### src/design/hsvsa_pkg.sv
// shared types and constants for the hsv saturation adjust pipeline
// no dependencies
package hsvsa_pkg;

  localparam int unsigned RECIP_W = 25;
  localparam logic [16:0] ONE_Q16 = 17'h10000;

  // hue sector codes
  localparam logic [2:0] SECT_0 = 3'd0;
  localparam logic [2:0] SECT_1 = 3'd1;
  localparam logic [2:0] SECT_2 = 3'd2;
  localparam logic [2:0] SECT_3 = 3'd3;
  localparam logic [2:0] SECT_4 = 3'd4;

  // hsv form of one pixel between the front and back halves
  typedef struct packed {
    logic [2:0]  sector;
    logic [15:0] frac;
    logic [16:0] sat;
    logic [7:0]  val;
    logic        gray;
    logic        last;
  } hsv_t;

endpackage

### src/design/hsvsa_back.sv
// saturation gain and hsv to rgb rebuild, four register stages
// depends on hsvsa_pkg
module hsvsa_back (
  input  logic              clk,
  input  logic              rst_n,
  input  logic [15:0]       gain,
  input  logic              in_valid,
  output logic              in_ready,
  input  hsvsa_pkg::hsv_t   in_hsv,
  output logic              out_valid,
  input  logic              out_ready,
  output logic [7:0]        red,
  output logic [7:0]        green,
  output logic [7:0]        blue,
  output logic              last
);
  import hsvsa_pkg::*;

  logic v5_r, v6_r, v7_r, v8_r;
  logic adv5, adv6, adv7, adv8;

  assign adv8      = !v8_r || out_ready;
  assign adv7      = !v7_r || adv8;
  assign adv6      = !v6_r || adv7;
  assign adv5      = !v5_r || adv6;
  assign in_ready  = adv5;
  assign out_valid = v8_r;

  always_ff @(posedge clk) begin
    if (!rst_n) begin
      v5_r <= 1'b0;
      v6_r <= 1'b0;
      v7_r <= 1'b0;
      v8_r <= 1'b0;
    end else begin
      if (adv5) v5_r <= in_valid;
      if (adv6) v6_r <= v5_r;
      if (adv7) v7_r <= v6_r;
      if (adv8) v8_r <= v7_r;
    end
  end

  // stage 5: scaled saturation, clamped to one
  logic [32:0] gp_c;
  logic [16:0] s25_r;
  logic [15:0] fr5_r;
  logic [2:0]  sec5_r;
  logic [7:0]  v5v_r;
  logic        gr5_r, fe5_r;

  assign gp_c = 33'(in_hsv.sat) * 33'(gain);

  always_ff @(posedge clk) begin
    if (adv5) begin
      s25_r  <= (gp_c[32:8] > 25'(ONE_Q16)) ? ONE_Q16 : gp_c[24:8];
      fr5_r  <= in_hsv.frac;
      sec5_r <= in_hsv.sector;
      v5v_r  <= in_hsv.val;
      gr5_r  <= in_hsv.gray;
      fe5_r  <= in_hsv.last;
    end
  end

  // stage 6: fraction products for q and t
  logic [33:0] aq_c, at_c;
  logic [16:0] aq6_r, at6_r, kp6_r;
  logic [2:0]  sec6_r;
  logic [7:0]  v6v_r;
  logic        gr6_r, fe6_r;

  assign aq_c = 34'(s25_r) * 34'(fr5_r);
  assign at_c = 34'(s25_r) * 34'(ONE_Q16 - 17'(fr5_r));

  always_ff @(posedge clk) begin
    if (adv6) begin
      aq6_r  <= aq_c[32:16];
      at6_r  <= at_c[32:16];
      kp6_r  <= ONE_Q16 - s25_r;
      sec6_r <= sec5_r;
      v6v_r  <= v5v_r;
      gr6_r  <= gr5_r || (s25_r == 17'd0);
      fe6_r  <= fe5_r;
    end
  end

  // stage 7: p, q and t from value
  logic [24:0] pp_c, pq_c, pt_c;
  logic [7:0]  p7_r, q7_r, t7_r, v7v_r;
  logic [2:0]  sec7_r;
  logic        gr7_r, fe7_r;

  assign pp_c = 25'(v6v_r) * 25'(kp6_r);
  assign pq_c = 25'(v6v_r) * 25'(ONE_Q16 - aq6_r);
  assign pt_c = 25'(v6v_r) * 25'(ONE_Q16 - at6_r);

  always_ff @(posedge clk) begin
    if (adv7) begin
      p7_r   <= pp_c[23:16];
      q7_r   <= pq_c[23:16];
      t7_r   <= pt_c[23:16];
      v7v_r  <= v6v_r;
      sec7_r <= sec6_r;
      gr7_r  <= gr6_r;
      fe7_r  <= fe6_r;
    end
  end

  // stage 8: sector table into the output register
  logic [7:0] r_c, g_c, b_c;

  always_comb begin
    case (sec7_r)
      SECT_0:  begin r_c = v7v_r; g_c = t7_r;  b_c = p7_r;  end
      SECT_1:  begin r_c = q7_r;  g_c = v7v_r; b_c = p7_r;  end
      SECT_2:  begin r_c = p7_r;  g_c = v7v_r; b_c = t7_r;  end
      SECT_3:  begin r_c = p7_r;  g_c = q7_r;  b_c = v7v_r; end
      SECT_4:  begin r_c = t7_r;  g_c = p7_r;  b_c = v7v_r; end
      default: begin r_c = v7v_r; g_c = p7_r;  b_c = q7_r;  end
    endcase
    if (gr7_r) begin
      r_c = v7v_r;
      g_c = v7v_r;
      b_c = v7v_r;
    end
  end

  always_ff @(posedge clk) begin
    if (adv8) begin
      red   <= r_c;
      green <= g_c;
      blue  <= b_c;
      last  <= fe7_r;
    end
  end

endmodule

### config.mk
export PLATFORM = sky130hd
export DESIGN_NAME = hsvsa_back
export DESIGN_NICKNAME = d
export VERILOG_FILES = /design/src/design/hsvsa_pkg.sv /design/src/design/hsvsa_back.sv
export SDC_FILE = /design/constraint.sdc
export NUM_CORES = 2
export LEC_CHECK = 0
export BUFFER_PORTS_ARGS = -buffer_cell sky130_fd_sc_hd__buf_2
export CAP_MARGIN = 0
export CELL_PAD_IN_SITES_DETAIL_PLACEMENT = 1
export CELL_PAD_IN_SITES_GLOBAL_PLACEMENT = 2
export CORE_ASPECT_RATIO = 0.7
export CORE_MARGIN = 1.5
export CORE_UTILIZATION = 43
export CTS_CLUSTER_SIZE = 16
export DETAILED_ROUTE_END_ITERATION = 6
export PLACE_DENSITY = 0.8
export SLEW_MARGIN = 10
export SYNTH_ARGS = -nofsm -noshare
export SYNTH_HDL_FRONTEND = slang
export SYNTH_SLANG_ARGS = --single-unit
### constraint.sdc
create_clock -name clk -period 9.6 [get_ports clk]
set_clock_uncertainty 0.1 [all_clocks]
set_input_delay 0 -clock clk [delete_from_list [all_inputs] [get_ports clk]]
set_output_delay 0 -clock clk [all_outputs]
set_load 0.03 [all_outputs]
==> impl_results.md <==
- Filler cell count: 12300
- Normalized max-slew margin: 24.1%
- Synth top area share: between 40% and 50%
- Syn Nets: 6393
- Critical Path Slowest Stage Cell: edfxtp_1
- Worst Path Max Fanout: 19
- Input/output buffers: 92
- Status: completed
- Total die area: 109000 sq um
- Pre-CTS worst setup slack: 0.927 ns
- Clock Sink Count: around 180
- First-pass GRT wire length: 206 mm
- Most numerous cell in the Yosys netlist: inv_1
- RSZ-0062 raised after global routing: false
- Initial Util: between 40 and 50%
- Max incr delay on CP: 0.70 ns
- DPL Wire Length: 100 mm
- CTS-repair resized insts: 0
- Post-Synthesis Cells: 4950
- Achievable Freq: 0.115 GHz
- Drt wl/cell: ~20 um
- H-tree depth: 4
- Area Growth Syn to Fin: 6.30%
- Worst-case clock buffer depth: 2
- DRC: 0
- Core Region: 106000 sq um
- Worst Path Arrival: 8.85 ns
- Top cells by area, synth: fa_1 41%, ha_1 12%, edfxtp_1 11%
- Final setup fails: 0
- GRT Util Overall: 23.9%
- Die X: 394 um
- Worst setup EP type: flop
- Ys async rst share: 0%
- Number of distinct library cells after synthesis: 79
- Number of detailed-route iterations in the first pass: 5
- Num CTS Buffers: 17
- Gr ovfl total: 0
- Req. time, crit path: 9.74 ns
- Root Driver: clkbuf_16
- Post-synth EDFFs: 172
- Slew Limit Fails: 0
- Worst Setup Slack, final: between 0.8 and 0.9 ns
- Fin crit share: 90.7%
- # Post-CTS Setup Buffers: 0
- ANT nets after route: 0
- Crit path time final: 8.71 ns
- Synth cell count leaders: 1106 x inv_1, 932 x fa_1, 729 x nand2_1
- WHS: 0.125 ns
- Share of the yosys chip area belonging to registers: about 11%
- Initial drt markers: 1717
- Die Ht: 277 um
- CP dominant cell by count: fa_1
- CTS tree: done
- Setup crit start kind: flop
- Post-synth top flop: edfxtp_1
- Clk_lat worst skew: between 0.4 and 0.5 ns
- Top cell type by total area after synthesis: fa_1
- Vias in the first global route: 37200
- GP Congestion: 0.840
- Worst-Margin Slew: 1.14 ns
- Synthesized area: 46100 sq um
- Worst-path clk slew: 0.09 ns
- Average size of a mapped cell: between 9 and 10 sq um
- Largest net degree at the start of global routing: 62
- FP Rows: 100
- Initial antenna violation count: 1
- WS Path Type: flop to flop
- Antenna cells: 0
- Setup_tns: 0 ns
- Nets: ~6400
- Worst hold path type: primary input to flop
- Io pins: 93
- Final hold violations: 0
- Yosys reg bits: about 180
- Final WL: ~120 mm
- YS warnings: 0
- Vias: approximately 33000
- Layout cells sized above 1: 4.34%
- MaxCap Viol Count: 0
- Vias per cell: 5.11
[flip-flops by register name, summed over array words and instances (netlist names), 3 cells and up]
register / count
p7_r: 8
red: 8
sec6_r: 3
v5v_r: 8
at6_r: 17
aq6_r: 17
green: 8
fr5_r: 16
s25_r: 17
sec5_r: 3
q7_r: 8
v7v_r: 8
kp6_r: 17
t7_r: 8
sec7_r: 3
blue: 8
v6v_r: 8
[worst paths after layout]
kind,startpoint,endpoint,slack (ns),cells after the start
max,fr5_r[5],at6_r[15],0.89,29
min,in_hsv[38],fr5_r[11],0.12,2
max reg2reg,fr5_r[5],at6_r[15],0.89,29
min reg2reg,fe7_r,last,0.32,0
[cells by family after synthesis]
group           synth area share, %
fa+ha+maj                      52.6
simple gates                   17.2
mux                           0.891
compound gates                 4.41
buf+inv                        10.8
flops                          11.4
xor+xnor                       2.74
[worst max-delay path: cells and delay by family, from the launching register on]
kind                     cells  cell delay, ns
adder cells (fa/ha/maj)      7            3.01
AND/OR/NAND/NOR             10            2.43
AO/OA/AOI/OAI                5            1.12
flip-flops                   1            0.70
XOR/XNOR                     2            0.54
buffers and inverters        5            0.54
[area by class of cell]
cell class	count	area (sq um)	area share, %
timing repair buffer	191	1290	2.63
multi-input combinational	3446	35900	73.2
clock inverter	15	209	0.427
sequential	176	5250	10.7
inverter	1107	4160	8.49
clock buffer	17	425	0.869
tap	1428	1790	3.65
[placed cells by master (no fill, tap or decap), types with 10 or more instances in the layout]
cell type	instances
inv_1	1105
nor2_1	90
a211oi_1	17
xnor2_1	102
nand2_1	728
dlygate4sd3_1	34
and3_1	16
fa_1	932
nor2b_1	12
and2_1	571
edfxtp_1	172
ha_1	445
o21ai_0	43
or3_1	11
nor4_1	14
nor3_1	58
a21o_1	36
nand3_1	18
clkbuf_16	17
buf_2	92
buf_4	65
o21a_1	23
mux2i_1	41
xor2_1	40
nand2b_1	17
a21oi_1	68
a221oi_1	10
[through the flow]
stage / util (%) / cells / instance area [sq um]
final: 46.1 / 6380 / 49000
after global routing: 46.1 / 6380 / 49000
after CTS: 46.1 / 6380 / 49000
after detailed placement: 45.2 / 6314 / 48000
after global placement: 45.2 / 6314 / 48000
after floorplan: - / 4950 / 46100
[routing by layer]
metal	global-route usage [%]	part of all wire [%]
met4	4.39	1.7
met2	37.3	44
met1	36.0	50
met5	0	0
met3	2.70	4.1
[timing repair]
item / CTS / global route
hold buffers: 34 / 0
setup endpoints to repair: 0 / 0
hold endpoints to repair: 33 / 0
Power is left out: the tool's default activity adds up to more than one toggle a clock period on the data nets, which glitch-free logic cannot reach.
